## src/rtl/sia_pkg.sv

```systemverilog
// Shared constants for the segment intersection block.
`default_nettype none
package sia_pkg;
  localparam int COORD_WIDTH_DEF = 16;
  localparam int FRAC_BITS_DEF   = 8;
  localparam int QUEUE_DEPTH     = 4;
endpackage
`default_nettype wire

```

## src/rtl/sia_front.sv

```systemverilog
// Front part: box test, differences, cross products and hit classification.
`default_nettype none
module sia_front #(
  parameter int COORD_WIDTH = sia_pkg::COORD_WIDTH_DEF,
  parameter int MW          = 8
) (
  input  wire logic                          clk,
  input  wire logic                          rst_n,
  input  wire logic                          in_push,
  output logic                               in_full,
  input  wire logic signed [COORD_WIDTH-1:0] in_a_start_x,
  input  wire logic signed [COORD_WIDTH-1:0] in_a_start_y,
  input  wire logic signed [COORD_WIDTH-1:0] in_a_end_x,
  input  wire logic signed [COORD_WIDTH-1:0] in_a_end_y,
  input  wire logic signed [COORD_WIDTH-1:0] in_b_start_x,
  input  wire logic signed [COORD_WIDTH-1:0] in_b_start_y,
  input  wire logic signed [COORD_WIDTH-1:0] in_b_end_x,
  input  wire logic signed [COORD_WIDTH-1:0] in_b_end_y,
  output logic                               mid_push,
  input  wire logic                          mid_full,
  output logic [MW-1:0]                      mid_din
);
  import sia_pkg::*;

  localparam int CW = COORD_WIDTH;
  localparam int D  = CW + 1;
  localparam int P  = 2 * D;
  localparam int XW = P + 1;

  logic adv, take;

  // Stage 1 registers
  logic                 f1_vld_r;
  logic                 f1_bb_r;
  logic signed [CW-1:0] f1_ax0_r, f1_ay0_r;
  logic signed [D-1:0]  f1_dax_r, f1_day_r, f1_dbx_r, f1_dby_r, f1_ex_r, f1_ey_r;
  // Stage 2 registers
  logic                 f2_vld_r;
  logic                 f2_bb_r;
  logic signed [CW-1:0] f2_ax0_r, f2_ay0_r;
  logic signed [D-1:0]  f2_dax_r, f2_day_r;
  logic signed [P-1:0]  f2_p0_r, f2_p1_r, f2_p2_r, f2_p3_r, f2_p4_r, f2_p5_r;
  // Stage 3 registers
  logic                 f3_vld_r;
  logic                 f3_bb_r;
  logic signed [CW-1:0] f3_ax0_r, f3_ay0_r;
  logic signed [D-1:0]  f3_dax_r, f3_day_r;
  logic signed [XW-1:0] f3_den_r, f3_tn_r, f3_sn_r;
  // Stage 4 registers
  logic                 f4_vld_r;
  logic                 f4_bb_r;
  logic signed [CW-1:0] f4_ax0_r, f4_ay0_r;
  logic signed [D-1:0]  f4_dax_r, f4_day_r;
  logic signed [XW-1:0] f4_den_r, f4_tn_r, f4_sn_r;

  logic signed [CW-1:0] amax_x, amin_x, amax_y, amin_y;
  logic signed [CW-1:0] bmax_x, bmin_x, bmax_y, bmin_y;
  logic                 bb_ok;
  logic signed [P-1:0]  p0_w, p1_w, p2_w, p3_w, p4_w, p5_w;
  logic                 flip;
  logic                 pass;

  assign adv     = !(f4_vld_r && mid_full);
  assign in_full = !adv;
  assign take    = in_push && adv;

  assign amax_x = (in_a_start_x > in_a_end_x) ? in_a_start_x : in_a_end_x;
  assign amin_x = (in_a_start_x < in_a_end_x) ? in_a_start_x : in_a_end_x;
  assign amax_y = (in_a_start_y > in_a_end_y) ? in_a_start_y : in_a_end_y;
  assign amin_y = (in_a_start_y < in_a_end_y) ? in_a_start_y : in_a_end_y;
  assign bmax_x = (in_b_start_x > in_b_end_x) ? in_b_start_x : in_b_end_x;
  assign bmin_x = (in_b_start_x < in_b_end_x) ? in_b_start_x : in_b_end_x;
  assign bmax_y = (in_b_start_y > in_b_end_y) ? in_b_start_y : in_b_end_y;
  assign bmin_y = (in_b_start_y < in_b_end_y) ? in_b_start_y : in_b_end_y;
  // Boxes that only touch still pass.
  assign bb_ok = !((amax_x < bmin_x) || (bmax_x < amin_x) ||
                   (amax_y < bmin_y) || (bmax_y < amin_y));

  assign p0_w = f1_dax_r * f1_dby_r;
  assign p1_w = f1_day_r * f1_dbx_r;
  assign p2_w = f1_ex_r * f1_dby_r;
  assign p3_w = f1_ey_r * f1_dbx_r;
  assign p4_w = f1_ex_r * f1_day_r;
  assign p5_w = f1_ey_r * f1_dax_r;

  assign flip = f3_den_r[XW-1];

  always_ff @(posedge clk) begin
    if (!rst_n) begin
      f1_vld_r <= 1'b0;
      f2_vld_r <= 1'b0;
      f3_vld_r <= 1'b0;
      f4_vld_r <= 1'b0;
    end else if (adv) begin
      f1_vld_r <= take;
      f2_vld_r <= f1_vld_r;
      f3_vld_r <= f2_vld_r;
      f4_vld_r <= f3_vld_r;
    end
  end

  always_ff @(posedge clk) begin
    if (adv) begin
      f1_bb_r  <= bb_ok;
      f1_ax0_r <= in_a_start_x;
      f1_ay0_r <= in_a_start_y;
      f1_dax_r <= D'(in_a_end_x) - D'(in_a_start_x);
      f1_day_r <= D'(in_a_end_y) - D'(in_a_start_y);
      f1_dbx_r <= D'(in_b_end_x) - D'(in_b_start_x);
      f1_dby_r <= D'(in_b_end_y) - D'(in_b_start_y);
      f1_ex_r  <= D'(in_b_start_x) - D'(in_a_start_x);
      f1_ey_r  <= D'(in_b_start_y) - D'(in_a_start_y);

      f2_bb_r  <= f1_bb_r;
      f2_ax0_r <= f1_ax0_r;
      f2_ay0_r <= f1_ay0_r;
      f2_dax_r <= f1_dax_r;
      f2_day_r <= f1_day_r;
      f2_p0_r  <= p0_w;
      f2_p1_r  <= p1_w;
      f2_p2_r  <= p2_w;
      f2_p3_r  <= p3_w;
      f2_p4_r  <= p4_w;
      f2_p5_r  <= p5_w;

      f3_bb_r  <= f2_bb_r;
      f3_ax0_r <= f2_ax0_r;
      f3_ay0_r <= f2_ay0_r;
      f3_dax_r <= f2_dax_r;
      f3_day_r <= f2_day_r;
      f3_den_r <= XW'(f2_p0_r) - XW'(f2_p1_r);
      f3_tn_r  <= XW'(f2_p2_r) - XW'(f2_p3_r);
      f3_sn_r  <= XW'(f2_p4_r) - XW'(f2_p5_r);

      // Flip all three signs so the denominator is positive.
      f4_bb_r  <= f3_bb_r;
      f4_ax0_r <= f3_ax0_r;
      f4_ay0_r <= f3_ay0_r;
      f4_dax_r <= f3_dax_r;
      f4_day_r <= f3_day_r;
      f4_den_r <= flip ? -f3_den_r : f3_den_r;
      f4_tn_r  <= flip ? -f3_tn_r : f3_tn_r;
      f4_sn_r  <= flip ? -f3_sn_r : f3_sn_r;
    end
  end

  assign pass = f4_bb_r && (f4_den_r != '0) &&
                !f4_tn_r[XW-1] && (f4_tn_r <= f4_den_r) &&
                !f4_sn_r[XW-1] && (f4_sn_r <= f4_den_r);

  assign mid_push = f4_vld_r && !mid_full;
  assign mid_din  = {pass, f4_ax0_r, f4_ay0_r, f4_dax_r, f4_day_r, f4_tn_r, f4_den_r};
endmodule
`default_nettype wire

```

## config.mk

```make
export PLATFORM = sky130hd
export DESIGN_NAME = sia_front
export DESIGN_NICKNAME = d
export VERILOG_FILES = /design/src/rtl/sia_pkg.sv /design/src/rtl/sia_front.sv
export SDC_FILE = /design/constraint.sdc
export NUM_CORES = 2
export LEC_CHECK = 0
export BUFFER_PORTS_ARGS = -buffer_cell sky130_fd_sc_hd__buf_2
export CAP_MARGIN = 40
export CORE_MARGIN = 2
export CORE_UTILIZATION = 45
export CTS_CLUSTER_DIAMETER = 120
export DETAILED_ROUTE_END_ITERATION = 7
export GPL_TIMING_DRIVEN = 0
export PLACE_DENSITY = 0.59
export SYNTH_ARGS = -nofsm -noshare
export SYNTH_HDL_FRONTEND = slang
export SYNTH_SLANG_ARGS = --single-unit
```

## constraint.sdc

```tcl
create_clock -name clk -period 14.9 [get_ports clk]
set_clock_uncertainty 0.15 [all_clocks]
set_input_delay 2.98 -clock clk [delete_from_list [all_inputs] [get_ports clk]]
set_output_delay 2.98 -clock clk [all_outputs]
set_load 0.02 [all_outputs]
```

==> key figures <==
Placed design
  – Placed cell count: 4161
  – HPWL after detailed placement: 56.8 mm
  – Pre-CTS setup slack: 7.38 ns
  – Port Buf Inserts: 141
  – Gpl congestion: 0.904

Timing
  – Setup ws final: 7.30 ns
  – Setup TNS: 0 ns
  – Slew Limit Fails: 0
  – Fmax: 132 MHz
  – Worst Tran Pin Value: 0.788 ns
  – Fin. Hold Viols: 0
  – Hold slack: 0.309 ns
  – Final worst path period need: 7.60 ns
  – Final setup viols: 0
  – Final worst-path cycle share: 51.0%
  – Slew HR: 46.9%
  – Unrepaired setup endpoints after global routing: no

Clock tree
  – CTS root buffer: clkbuf_16
  – CTS Sinks: 157
  – Number of buffers inserted by hold repair at cts: 0
  – Worst-Skew Late Latency: 0.50 ns
  – TritonCTS buffer count: 17
  – CTS Buffer Depth: 2
  – H-tree depth: 4
  – CTS tree: yes
  – Cts repair resizes: 0
  – Clock transition at the registers of the reported paths: 0.07 ns
  – # Post-CTS Setup Buffers: 0

Synth
  – Mapped Area: 30500 µm²
  – Post-synthesis cell type count: 71
  – Primary FF master, synth: edfxtp_1
  – Post-synth EDFFs: 153
  – Post-Syn Area per Cell: 9.68 µm²
  – Syn Nets: 4143
  – Cells after Synth: 3145
  – FFs w/ async S/R, synth: 0%
  – Warnings, synthesis: 0
  – Seq/Total Area, Yosys: 15.3%
  – Seq cells post-synth: 157

Routing
  – Via count: 21.1k
  – Via density: 5.02
  – Avg WL per Cell: 16.1 µm
  – Post-Route WL: 67.7 mm
  – Drt first pass iters: 5
  – DRT iter0 DRCs: 1207
  – Residual DRC: 0
  – Antenna viol nets, final: 0

Critical path
  – CP Depth: 22
  – FF-to-FF path depth: 22
  – Cell breakdown of the critical path: clkbuf_1 > clkbuf_1 > nand2_1 > fa_1 > inv_1 > fa_1 > fa_1 > fa_1 > fa_1 > inv_1 > fa_1 > inv_1 > ha_1 > and2_4 > a221oi_2 > o21ai_1 > a221o_1 > nor3_2 > a21oi_2 > a21oi_2 > nor4bb_1 > nor3_1
  – Crit path DAT: 7.69 ns
  – Critical Path Start Type: register
  – Maximum fanout along the worst path: 10
  – Critical path class: reg2reg
  – WP buf/inv: 5
  – Crit. End Element: register
  – Critical path's most frequent cell: fa_1
  – Slowest Stage Delay on Critical Path: 0.61 ns
  – Slowest-stage cell, CP: clkbuf_1
  – WP data required: 14.98 ns
  – Largest delay share family, worst path: adder cells

Cells and area
  – Fraction of layout cells with a size suffix above 1: 5.99%
  – Final Non-Filler Cells: 4194
  – Layout Nets: 4305
  – # fillers: 6558
  – FF/Latch Area: 4670 µm²
  – Area of the multi-input gates: 22600 µm²
  – Commonest non-fill, non-tap cell in the layout: inv_1
  – Area delta synth->final: 8.17%
  – Commonest cells after routing, fill and taps aside: inv_1 (771), fa_1 (597), nand2_1 (328)

Status
  – Outcome: finished, final reports clean

Global route
  – Vias in the first global route: 21.8k
  – Initial antenna violation count: 2
  – GRT Residual Overflow: 0
  – First-pass GRT wire length: 114 mm
  – Largest net degree at the start of global routing: 59
  – GR Util All Layers: 21.0%

Floorplan
  – Num ports: 142
  – Die height: 264 µm
  – Core Region: 67000 µm²
  – Initial Util: 45.4%
  – Row Count: 95
  – Die width: 264 µm
  – DIE AREA: 69800 µm²

Job
  – Max Cap Viol: 0

Min path
  – Hold path depth: 2
  – Hold/Removal Path Class: reg2reg
-- path summary, 6_finish.rpt --
| path | from | end | slack [ns] |
|---|---|---|---|
| max | f1_dbx_r[8] | f2_p1_r[33] | 7.30 |
| max reg2reg | f1_dbx_r[8] | f2_p1_r[33] | 7.30 |
| min | f1_vld_r | f1_vld_r | 0.31 |
| min reg2reg | f1_vld_r | f1_vld_r | 0.31 |
-- registers in the layout (all words and copies together) (netlist names) --
| register | cells |
|---|---|
| f1_dax_r | 17 |
| f1_day_r | 17 |
| f1_dbx_r | 17 |
| f1_dby_r | 17 |
| f1_vld_r | 1 |
| f2_p0_r | 34 |
| f2_p1_r | 34 |
| f2_vld_r | 1 |
| f3_den_r | 9 |
| f3_vld_r | 1 |
| f4_den_r | 8 |
| f4_vld_r | 1 |
-- layer usage --
| metal | track usage, % | routed length [µm] |
|---|---|---|
| met1 | 29.7 | 30200 |
| met2 | 34.3 | 32600 |
| met3 | 2.68 | 3590 |
| met4 | 5.44 | 1280 |
| met5 | 0 | 0 |
-- tightest hold or removal path: cells and delay by family (launching register included) --
family / cells / cell delay [ns]
flip-flops: 1 / 0.31
AND/OR/NAND/NOR: 1 / 0.05
AO/OA/AOI/OAI: 1 / 0.06
-- metrics by stage --
| step | util, % | cell area (µm²) |
|---|---|---|
| CTS | 49.1 | 32900 |
| floorplan | - | 30500 |
| global placement | 48.1 | 32300 |
| detailed placement | 48.2 | 32300 |
| global route | 49.1 | 32900 |
| finish | 49.1 | 32900 |
-- final cells by class --
type / instances / area share [%]
Tap cell: 873 / 3.32
Inverter: 771 / 8.78
Buffer: 76 / 0.866
Clock inverter: 14 / 0.596
Multi-Input combinational cell: 2141 / 68.6
Sequential cell: 157 / 14.2
Timing Repair Buffer: 143 / 2.31
Clock buffer: 18 / 1.30
Antenna cell: 1 / 0.00760
-- logic make-up (layout without fill, tap and decap cells) --
family / Yosys count / count (layout) / synth area share, %
xor gates and xnor gates: 121 / 121 / 3.48
other: 0 / 1 / 0
DFF: 157 / 157 / 15.3
AOI/OAI and AO/OA: 290 / 290 / 6.34
and+or+nand+nor: 864 / 864 / 14.1
buffers and inverters: 847 / 1022 / 10.4
adders and majority gates: 866 / 866 / 50.3
-- synthesized netlist by cell type (6+ instances only) --
library cell / count / area [µm²]
a211oi_1: 10 / 75.1
a21boi_0: 10 / 75.1
a21o_1: 27 / 203
a21oi_1: 71 / 355
a31oi_1: 6 / 37.5
and2_1: 292 / 1830
and3_1: 15 / 93.8
clkbuf_1: 74 / 278
edfxtp_1: 153 / 4590
fa_1: 597 / 12000
ha_1: 269 / 3370
inv_1: 771 / 2890
nand2_1: 329 / 1230
nand2b_1: 18 / 113
nand3_1: 18 / 90.1
nand4_1: 10 / 62.6
nor2_1: 106 / 398
nor2b_1: 22 / 138
nor3_1: 22 / 110
o211ai_1: 10 / 75.1
o21a_1: 26 / 195
o21ai_0: 50 / 250
o21ai_1: 10 / 50.1
o21bai_1: 7 / 52.6
or3_1: 12 / 75.1
xnor2_1: 97 / 850
xor2_1: 24 / 210
Power is left out: the tool's default activity adds up to more than one toggle a clock period on the data nets, which glitch-free logic cannot reach.
