## config.mk

```make
export PLATFORM = sky130hd
export DESIGN_NAME = sia_fifo
export DESIGN_NICKNAME = d
export VERILOG_FILES = /design/src/rtl/sia_pkg.sv /design/src/rtl/sia_fifo.sv
export SDC_FILE = /design/constraint.sdc
export NUM_CORES = 1
export LEC_CHECK = 0
export ABC_AREA = 1
export BUFFER_PORTS_ARGS = -buffer_cell sky130_fd_sc_hd__clkbuf_2
export CORE_MARGIN = 3
export CORE_UTILIZATION = 50
export CTS_CLUSTER_SIZE = 28
export DETAILED_ROUTE_END_ITERATION = 8
export PLACE_DENSITY = 0.8
export SLEW_MARGIN = 0
export SYNTH_ARGS = -nofsm -noshare
export SYNTH_HDL_FRONTEND = slang
export SYNTH_SLANG_ARGS = --single-unit
export TNS_END_PERCENT = 30
```

## constraint.sdc

```tcl
create_clock -name clk -period 2.2 [get_ports clk]
set_clock_uncertainty 0.1 [all_clocks]
set_input_delay 0.44 -clock clk [delete_from_list [all_inputs] [get_ports clk]]
set_output_delay 0.44 -clock clk [all_outputs]
set_load 0.01 [all_outputs]
```

## src/rtl/sia_pkg.sv

```systemverilog
// Shared constants for the segment intersection block.
`default_nettype none
package sia_pkg;
  localparam int COORD_WIDTH_DEF = 16;
  localparam int FRAC_BITS_DEF   = 8;
  localparam int QUEUE_DEPTH     = 4;
endpackage
`default_nettype wire

```

## src/rtl/sia_fifo.sv

```systemverilog
// Small first-in first-out queue with push/full and pop/empty sides.
`default_nettype none
module sia_fifo #(
  parameter int W     = 8,
  parameter int DEPTH = sia_pkg::QUEUE_DEPTH
) (
  input  wire logic         clk,
  input  wire logic         rst_n,
  input  wire logic         push,
  output logic              full,
  input  wire logic [W-1:0] din,
  input  wire logic         pop,
  output logic              empty,
  output logic [W-1:0]      dout
);
  import sia_pkg::*;

  localparam int AW = (DEPTH > 1) ? $clog2(DEPTH) : 1;

  logic [W-1:0] mem [0:DEPTH-1];
  logic [AW:0]  wr_ptr_r, wr_ptr_nxt;
  logic [AW:0]  rd_ptr_r, rd_ptr_nxt;
  logic         do_push, do_pop;

  assign full    = (wr_ptr_r[AW] != rd_ptr_r[AW]) && (wr_ptr_r[AW-1:0] == rd_ptr_r[AW-1:0]);
  assign empty   = (wr_ptr_r == rd_ptr_r);
  assign do_push = push && !full;
  assign do_pop  = pop && !empty;
  assign dout    = mem[rd_ptr_r[AW-1:0]];

  assign wr_ptr_nxt = wr_ptr_r + (AW+1)'(do_push);
  assign rd_ptr_nxt = rd_ptr_r + (AW+1)'(do_pop);

  always_ff @(posedge clk) begin
    if (!rst_n) begin
      wr_ptr_r <= '0;
      rd_ptr_r <= '0;
    end else begin
      wr_ptr_r <= wr_ptr_nxt;
      rd_ptr_r <= rd_ptr_nxt;
    end
  end

  always_ff @(posedge clk) begin
    if (do_push) begin
      mem[wr_ptr_r[AW-1:0]] <= din;
    end
  end
endmodule
`default_nettype wire

```

==> results.json, run 1 <==
{
  "grt_pass1_vias": 1027,
  "initial_core_util": 0.551,
  "ioPinCount": 22,
  "syn_area_per_cell_um2": 12.1,
  "layout-drive-gt1-share": 0.242,
  "rr_endpoint": "mem[2][5]",
  "clk_latency_ns": 0.33,
  "slew_headroom": 0.683,
  "routed_wl_mm": 2.69,
  "dp_hpwl_mm": 1.93,
  "cp.required_ns": 1.66,
  "clock-sinks": 38,
  "place.gp.congestion": 0.796,
  "wl_per_cell_um": 13.5,
  "tightest_slew_ns": 0.475,
  "min_period_over_period": 0.934,
  "die_y_um": 62.3,
  "cts-root-buf": "clkbuf_4",
  "p_sw_frac": 0.287,
  "crit_path_max_incr_delay_ns": 0.41,
  "setup_viol": 0,
  "layout_common_cells": "edfxtp_1, clkbuf_2, nor2_1",
  "syn_nets": 147,
  "ctsResizeCount": 0,
  "numCtsBuffers": 5,
  "hold_path_class": "in -> reg",
  "dp_cells": 191,
  "yosys-top-cells-area": "edfxtp_1, dfxtp_1, o21ai_0, nor2_1, nand2_1",
  "crit_path_max_fanout": 17,
  "grt_max_degree": 18,
  "max-vdd-ir-drop_mv": 0.491,
  "cellPowerDensity_mw_per_mm2": 847,
  "seqPwrFrac": 0.571,
  "yosysWarnings": 0,
  "slowest_stage": "dfxtp_1",
  "firstDrtPassIters": 4,
  "die_w_um": 62.3,
  "internal_power_mw": 1.06,
  "cts_setup_buffers": 0,
  "worst_setup_path_end_kind": "primary output",
  "place_ws_ns": 0.285,
  "antenna_found_initial": 0,
  "ys_seq_elements": 38,
  "crit_path_start_kind": "flop",
  "nets": 172,
  "cts_tree": "done",
  "cp.depth": 5,
  "finalHoldViolCount": 0,
  "gr-total-overflow": 0,
  "final_common_cell": "edfxtp_1",
  "endpoint": "dout[1]",
  "synth_top_area_frac": 0.606,
  "max_freq_mhz": 486,
  "yosysUniqueCellTypes": 17,
  "path_buf_inv": 3,
  "period_minus_slack_ns": 2.06,
  "synth_seq_area_share": 0.682,
  "setup.worst_path.start": "rd_ptr_r[0]",
  "power.switching_uw": 427,
  "via_per_inst": 4.97,
  "rrSetupSlack_ns": 0.48,
  "finalPower_mw": 1.49,
  "p_clk_frac": 0.210,
  "finalWorstSetupSlack_ns": 0.144,
  "dieArea_mm2": 0.00388,
  "htreeDepth": 2,
  "path_class": "reg -> out",
  "fillers": 235,
  "outcome": "finished clean",
  "vias": 990,
  "final_cells": 199,
  "clock_path_buffers": 2,
  "comb_power_share": 0.219,
  "fin_tns_setup_ns": 0,
  "rsz0062_at_grt": "false",
  "n_antenna_cell": 0,
  "grtUsageTotal": 0.153,
  "area_growth_pct": 10.7,
  "crit_arrival_ns": 1.52,
  "rr_startpoint": "rd_ptr_r[1]",
  "reg2regPathDepth": 6,
  "synthCells": 131,
  "path_cells": "buf_4 -> inv_4 -> o21ai_0 -> o22ai_1 -> clkbuf_2",
  "power_leakage_nw": 0.708,
  "final_util": 0.610,
  "portBuffers": 21,
  "cts_hold_buffers": 0,
  "slew_viol_final": 0,
  "grt_pass1_wl_mm": 4.54,
  "hold-path-cell-count": 1,
  "drv_cap": 0,
  "num_rows": 19,
  "core-area_mm2": 0.00288,
  "yosysTopAreaCell": "edfxtp_1",
  "drtIter0Drc": 52,
  "clk_pin_slew_worst_paths_ns": 0.10,
  "drc": 0,
  "syn_area_mm2": 0.00159,
  "ant_nets": 0,
  "critPathTopFamily": "buffers and inverters"
}
[cells by family (layout without fill, tap and decap cells)]
logic type / count (synthesis) / in the layout / synth area share
and+or+nand+nor: 46 / 46 / 0.128
DFF: 38 / 38 / 0.682
AOI/OAI and AO/OA: 24 / 24 / 0.0821
buffers and inverters: 18 / 44 / 0.0663
adders and majority gates: 4 / 4 / 0.0316
xor gates and xnor gates: 1 / 1 / 0.0103
[registers in the layout, indices dropped and copies added (netlist names)]
name      count
wr_ptr_r      3
mem          32
rd_ptr_r      3
[worst min-delay path by stage]
| stage | from | end | slack (ns) |
|---|---|---|---|
| 5_1_grt | din[2] | mem[2][2] | 0.22 |
| 3_3_place_gp | wr_ptr_r[2] | wr_ptr_r[2] | 0.40 |
| 6_report | din[2] | mem[2][2] | 0.23 |
| 4_1_cts | din[7] | mem[1][7] | 0.22 |
| 3_5_place_dp | rd_ptr_r[2] | rd_ptr_r[2] | 0.43 |
| 2_1_floorplan | rd_ptr_r[2] | rd_ptr_r[2] | 0.39 |
[per-stage QoR]
stage               hold WS, ns  cell area, um2
detailed placement        0.428            1710
CTS                       0.219            1750
global route              0.218            1760
floorplan                 0.391            1590
finish                    0.229            1760
global placement          0.402            1710
[synth_stat cells]
| cell type | instances |
|---|---|
| nor2_2 | 4 |
| xnor2_2 | 1 |
| nand2_1 | 18 |
| nand3b_1 | 1 |
| ha_1 | 4 |
| inv_4 | 1 |
| inv_1 | 12 |
| nand2_4 | 1 |
| nor2_1 | 20 |
| nand3_2 | 1 |
| o22ai_1 | 8 |
| dfxtp_1 | 6 |
| buf_6 | 4 |
| inv_6 | 1 |
| o21ai_0 | 16 |
| nand2_2 | 1 |
| edfxtp_1 | 32 |
[power by group through the flow]
stage	Sequential [mW]	Combinational, mW	Clock (mW)
final	0.849	0.325	0.312
after global routing	0.854	0.367	0.356
after detailed placement	0.866	0.330	0
after global placement	0.863	0.322	0
after CTS	0.849	0.331	0.324
after floorplan	0.852	0.252	0
[cell type report]
type,count,area [um2],share of cell area
Clock buffer,5,37.5,0.0214
Clock inverter,3,11.3,0.00641
Inverter,14,60.1,0.0342
Multi-Input combinational cell,75,399,0.227
Sequential cell,38,1080,0.617
Tap cell,42,52.6,0.0299
Timing Repair Buffer,22,113,0.0641
[per-layer routing]
metal  GRT usage  vias to the layer above  wire length [um]
met5           0                        -                 0
met3      0.0396                        5               133
met1       0.165                      461              1090
li1            -                      498                 -
met2       0.280                       26              1430
met4      0.0689                        0                35
Note: power is estimated with default switching activity, not from simulation.
==> run 2, diff against run 1 <==
Settings changed: CELL_PAD_IN_SITES_DETAIL_PLACEMENT set to 1, CELL_PAD_IN_SITES_GLOBAL_PLACEMENT set to 2, CORE_UTILIZATION 50 to 37, PLACE_DENSITY 0.8 to 0.86.
==> results.json, run 2 (synthesis gave the netlist of run 1 again) <==
{
  "fin_tns_setup_ns": 0,
  "post-route-cell-area_mm2": 0.00183,
  "hold-path-cell-count": 1,
  "dieArea_mm2": 0.00511,
  "largest_reg_flops": 32,
  "ioPinCount": 22,
  "grt_pass1_wl_mm": 5.78,
  "finalWorstSetupSlack_ns": 0.209,
  "placed_area_mm2": 0.00175,
  "cellPowerDensity_mw_per_mm2": 910,
  "layout_common_cells": "edfxtp_1, clkbuf_2, nor2_1",
  "path_class": "reg -> out",
  "area_growth_pct": 15.2,
  "core-area_mm2": 0.00406,
  "internal_power_mw": 1.17,
  "numCtsBuffers": 5,
  "crit_path_start_kind": "flop",
  "outcome": "finished clean",
  "place.gp.congestion": 0.716,
  "gr-total-overflow": 0,
  "power.switching_uw": 487,
  "seqPwrFrac": 0.509,
  "clk_latency_ns": 0.29,
  "layout-drive-gt1-share": 0.255,
  "clock-sinks": 38,
  "cts-root-buf": "clkbuf_8",
  "worst_setup_path_end_kind": "primary output",
  "clock_path_buffers": 2,
  "ant_nets": 0,
  "cp.required_ns": 1.66,
  "crit_path_max_fanout": 17,
  "p_sw_frac": 0.293,
  "ctsResizeCount": 0,
  "max_freq_mhz": 502,
  "rsz0062_at_grt": "false",
  "nets": 176,
  "grt_max_degree": 18,
  "vias": 1058,
  "drtIter0Drc": 78,
  "finalHoldViolCount": 0,
  "setup_viol": 0,
  "drv_cap": 0,
  "path_buf_inv": 3,
  "rr_endpoint": "wr_ptr_r[1]",
  "slew_headroom": 0.705,
  "portBuffers": 21,
  "routed_wl_mm": 3.48,
  "p_clk_frac": 0.279,
  "slew_viol_final": 0,
  "fillers": 448,
  "htreeDepth": 2,
  "cts_setup_buffers": 0,
  "grt_pass1_vias": 1195,
  "hold_start": "din[3]",
  "critPathTopFamily": "buffers and inverters",
  "min_period_over_period": 0.905,
  "tightest_slew_ns": 0.443,
  "path_cells": "buf_4 -> inv_4 -> o21ai_0 -> o22ai_1 -> clkbuf_2",
  "power_leakage_nw": 0.741,
  "hold_path_class": "in -> reg",
  "final_common_cell": "edfxtp_1",
  "slowest_stage": "dfxtp_1",
  "period_minus_slack_ns": 1.99,
  "firstDrtPassIters": 4,
  "drc": 0,
  "cts_tree": "done",
  "max-vdd-ir-drop_mv": 0.268,
  "die_y_um": 71.5,
  "comb_power_share": 0.212,
  "final_util": 0.450,
  "num_rows": 23,
  "cts_hold_buffers": 0,
  "reg2regPathDepth": 9,
  "n_antenna_cell": 0,
  "grtUsageTotal": 0.151,
  "via_per_inst": 5.01,
  "rrSetupSlack_ns": 0.48,
  "rr_startpoint": "rd_ptr_r[1]",
  "hold_ws_ns": 0.266,
  "clk_pin_slew_worst_paths_ns": 0.07,
  "die_w_um": 71.5,
  "initial_core_util": 0.391,
  "dp_hpwl_mm": 2.52,
  "worstHoldEndpoint": "mem[3][3]",
  "crit_path_max_incr_delay_ns": 0.40,
  "antenna_found_initial": 0,
  "place_ws_ns": 0.475,
  "wl_per_cell_um": 16.5,
  "crit_arrival_ns": 1.45
}
## run 2: changes by cell type in the layout (fill, tap and decap cells not counted), sizes merged
cell | previous run | this run
clkinv | 3 | 1
clkbuf | 26 | 28
buf | 1 | 5
## run 2: per-layer routing
layer,vias up,GRT usage,wire (um)
met5,-,0,0
met4,0,0.0689,96
met3,9,0.0407,170
met2,26,0.257,1690
met1,518,0.178,1520
li1,505,-,-
## run 2: worst reg2reg max path, delay by kind of cell (launching register included)
| family | cells | cell delay (ns) |
|---|---|---|
| buffers and inverters | 2 | 0.09 |
| adder cells (fa/ha/maj) | 2 | 0.46 |
| flip-flops | 1 | 0.46 |
| AND/OR/NAND/NOR | 5 | 0.50 |
## run 2: power groups by stage
stage / sequential [mW] / combinational (mW) / clock [mW]
global placement: 0.860 / 0.339 / 0
global route: 0.850 / 0.394 / 0.507
CTS: 0.847 / 0.358 / 0.471
detailed placement: 0.863 / 0.355 / 0
finish: 0.846 / 0.352 / 0.464
floorplan: 0.852 / 0.252 / 0
## run 2: how the worst max path moves through the flow
stage | start | endpoint | slack (ns) | cells after the start
after CTS | rd_ptr_r[0] | dout[7] | 0.18 | 5
after global routing | rd_ptr_r[0] | dout[5] | 0.06 | 5
after floorplan | rd_ptr_r[1] | wr_ptr_r[1] | 0.64 | 11
after detailed placement | rd_ptr_r[1] | wr_ptr_r[1] | 0.47 | 9
after global placement | rd_ptr_r[0] | dout[5] | 0.53 | 5
final | rd_ptr_r[0] | dout[3] | 0.21 | 5
## run 2: cell type report
type | instances | area (um2) | share of cell area
inverter | 14 | 60.1 | 0.0329
timing repair buffer | 26 | 143 | 0.0781
sequential | 38 | 1080 | 0.592
clock inverter | 1 | 3.75 | 0.00206
clock buffer | 7 | 76.3 | 0.0418
multi-input combinational | 75 | 399 | 0.219
tap | 50 | 62.6 | 0.0343
## run 2: stage by stage
| stage | power (mW) | cells |
|---|---|---|
| floorplan | 1.10 | 131 |
| global placement | 1.20 | 203 |
| detailed placement | 1.22 | 203 |
| CTS | 1.68 | 211 |
| global route | 1.75 | 211 |
| finish | 1.66 | 211 |
==> run 3, diff against run 2 <==
Settings changed: CORE_ASPECT_RATIO set to 1.1.
==> results.json, run 3 (synthesis gave the netlist of run 1 again) <==
{
  "drc": 0,
  "grt_pass1_vias": 1051,
  "area_growth_pct": 15.2,
  "critPathTopFamily": "flip-flops",
  "drtIter0Drc": 58,
  "max_freq_mhz": 484,
  "crit_path_max_incr_delay_ns": 0.61,
  "layout-drive-gt1-share": 0.263,
  "gr-total-overflow": 0,
  "cp.required_ns": 1.66,
  "slowest_stage": "dfxtp_1",
  "ioPinCount": 22,
  "vias": 1026,
  "crit_arrival_ns": 1.53,
  "clock-sinks": 38,
  "slew_viol_final": 0,
  "finalHoldViolCount": 0,
  "clock_path_buffers": 2,
  "cts-root-buf": "clkbuf_8",
  "drv_cap": 0,
  "final_cells": 212,
  "firstDrtPassIters": 4,
  "antenna_found_initial": 0,
  "tightest_slew_ns": 0.460,
  "clk_latency_ns": 0.29,
  "final_util": 0.450,
  "path_class": "reg -> out",
  "dieArea_mm2": 0.00511,
  "grtUsageTotal": 0.152,
  "cts_hold_buffers": 0,
  "nets": 175,
  "clk_pin_slew_worst_paths_ns": 0.07,
  "htreeDepth": 2,
  "via_per_inst": 4.84,
  "die_w_um": 68.4,
  "final_common_cell": "edfxtp_1",
  "crit_path_max_fanout": 11,
  "finalPower_mw": 1.67,
  "worst_setup_path_end_kind": "primary output",
  "grt_max_degree": 20,
  "max-vdd-ir-drop_mv": 0.341,
  "crit_path_start_kind": "flop",
  "layout_common_cells": "edfxtp_1, clkbuf_2, nor2_1",
  "power_leakage_nw": 0.737,
  "outcome": "finished clean",
  "num_rows": 24,
  "ant_nets": 0,
  "place.gp.congestion": 0.715,
  "largest_reg_flops": 32,
  "die_y_um": 74.7,
  "period_minus_slack_ns": 2.07,
  "initial_core_util": 0.391,
  "slew_headroom": 0.693,
  "cts_tree": "done",
  "grt_pass1_wl_mm": 5.44,
  "routed_wl_mm": 3.40,
  "path_buf_inv": 1,
  "min_period_over_period": 0.939,
  "cts_setup_buffers": 0,
  "core-area_mm2": 0.00405,
  "ctsResizeCount": 0,
  "cellPowerDensity_mw_per_mm2": 914,
  "hold_path_class": "in -> reg",
  "setup_viol": 0,
  "rsz0062_at_grt": "false",
  "numCtsBuffers": 5,
  "portBuffers": 21,
  "dp_hpwl_mm": 2.35,
  "n_antenna_cell": 0,
  "path_cells": "o21ai_0 -> o22ai_1 -> clkbuf_2",
  "fin_tns_setup_ns": 0,
  "wl_per_cell_um": 16.0,
  "dp_cells": 204
}
-- run 3: cell types whose count changed in the layout (fill, tap and decap cells not counted), sizes merged --
cell | previous run | this run
clkinv | 1 | 2
buf | 5 | 4
clkinvlp | 0 | 1
clkbuf | 28 | 26
-- run 3: power by group --
group / internal, mW / switching [mW]
Combinational: 0.128 / 0.231
Sequential: 0.822 / 0.0210
Clock: 0.217 / 0.250
-- run 3: routing by layer --
| metal | part of all wire | vias up | track usage |
|---|---|---|---|
| met4 | 0.024 | 0 | 0.0728 |
| met1 | 0.45 | 497 | 0.201 |
| met3 | 0.031 | 8 | 0.0403 |
| met5 | 0 | - | 0 |
| met2 | 0.49 | 19 | 0.232 |
| li1 | - | 502 | - |
-- run 3: cell type report --
cell class	instances	area, um2
flip-flops and latches	38	1080
clock inverters	3	16.3
well taps	52	65.1
fillers	471	2230
multi-input cells	75	399
clock buffers	5	68.8
repair buffers	25	135
inverters	14	60.1
-- run 3: stage by stage --
stage               area (um2)  worst slack (ns)  hold WS [ns]
global route              1830            0.0268         0.266
finish                    1830             0.134         0.266
floorplan                 1590             0.640         0.391
detailed placement        1740             0.320         0.422
global placement          1740             0.451         0.403
CTS                       1830             0.123         0.256
-- run 3: final timing paths --
path | startpoint | to | slack [ns] | cells past startpoint
min reg2reg | rd_ptr_r[2] | rd_ptr_r[2] | 0.43 | 2
max reg2reg | rd_ptr_r[1] | wr_ptr_r[2] | 0.33 | 10
min | din[1] | mem[0][1] | 0.27 | 1
max | rd_ptr_r[1] | dout[6] | 0.13 | 3
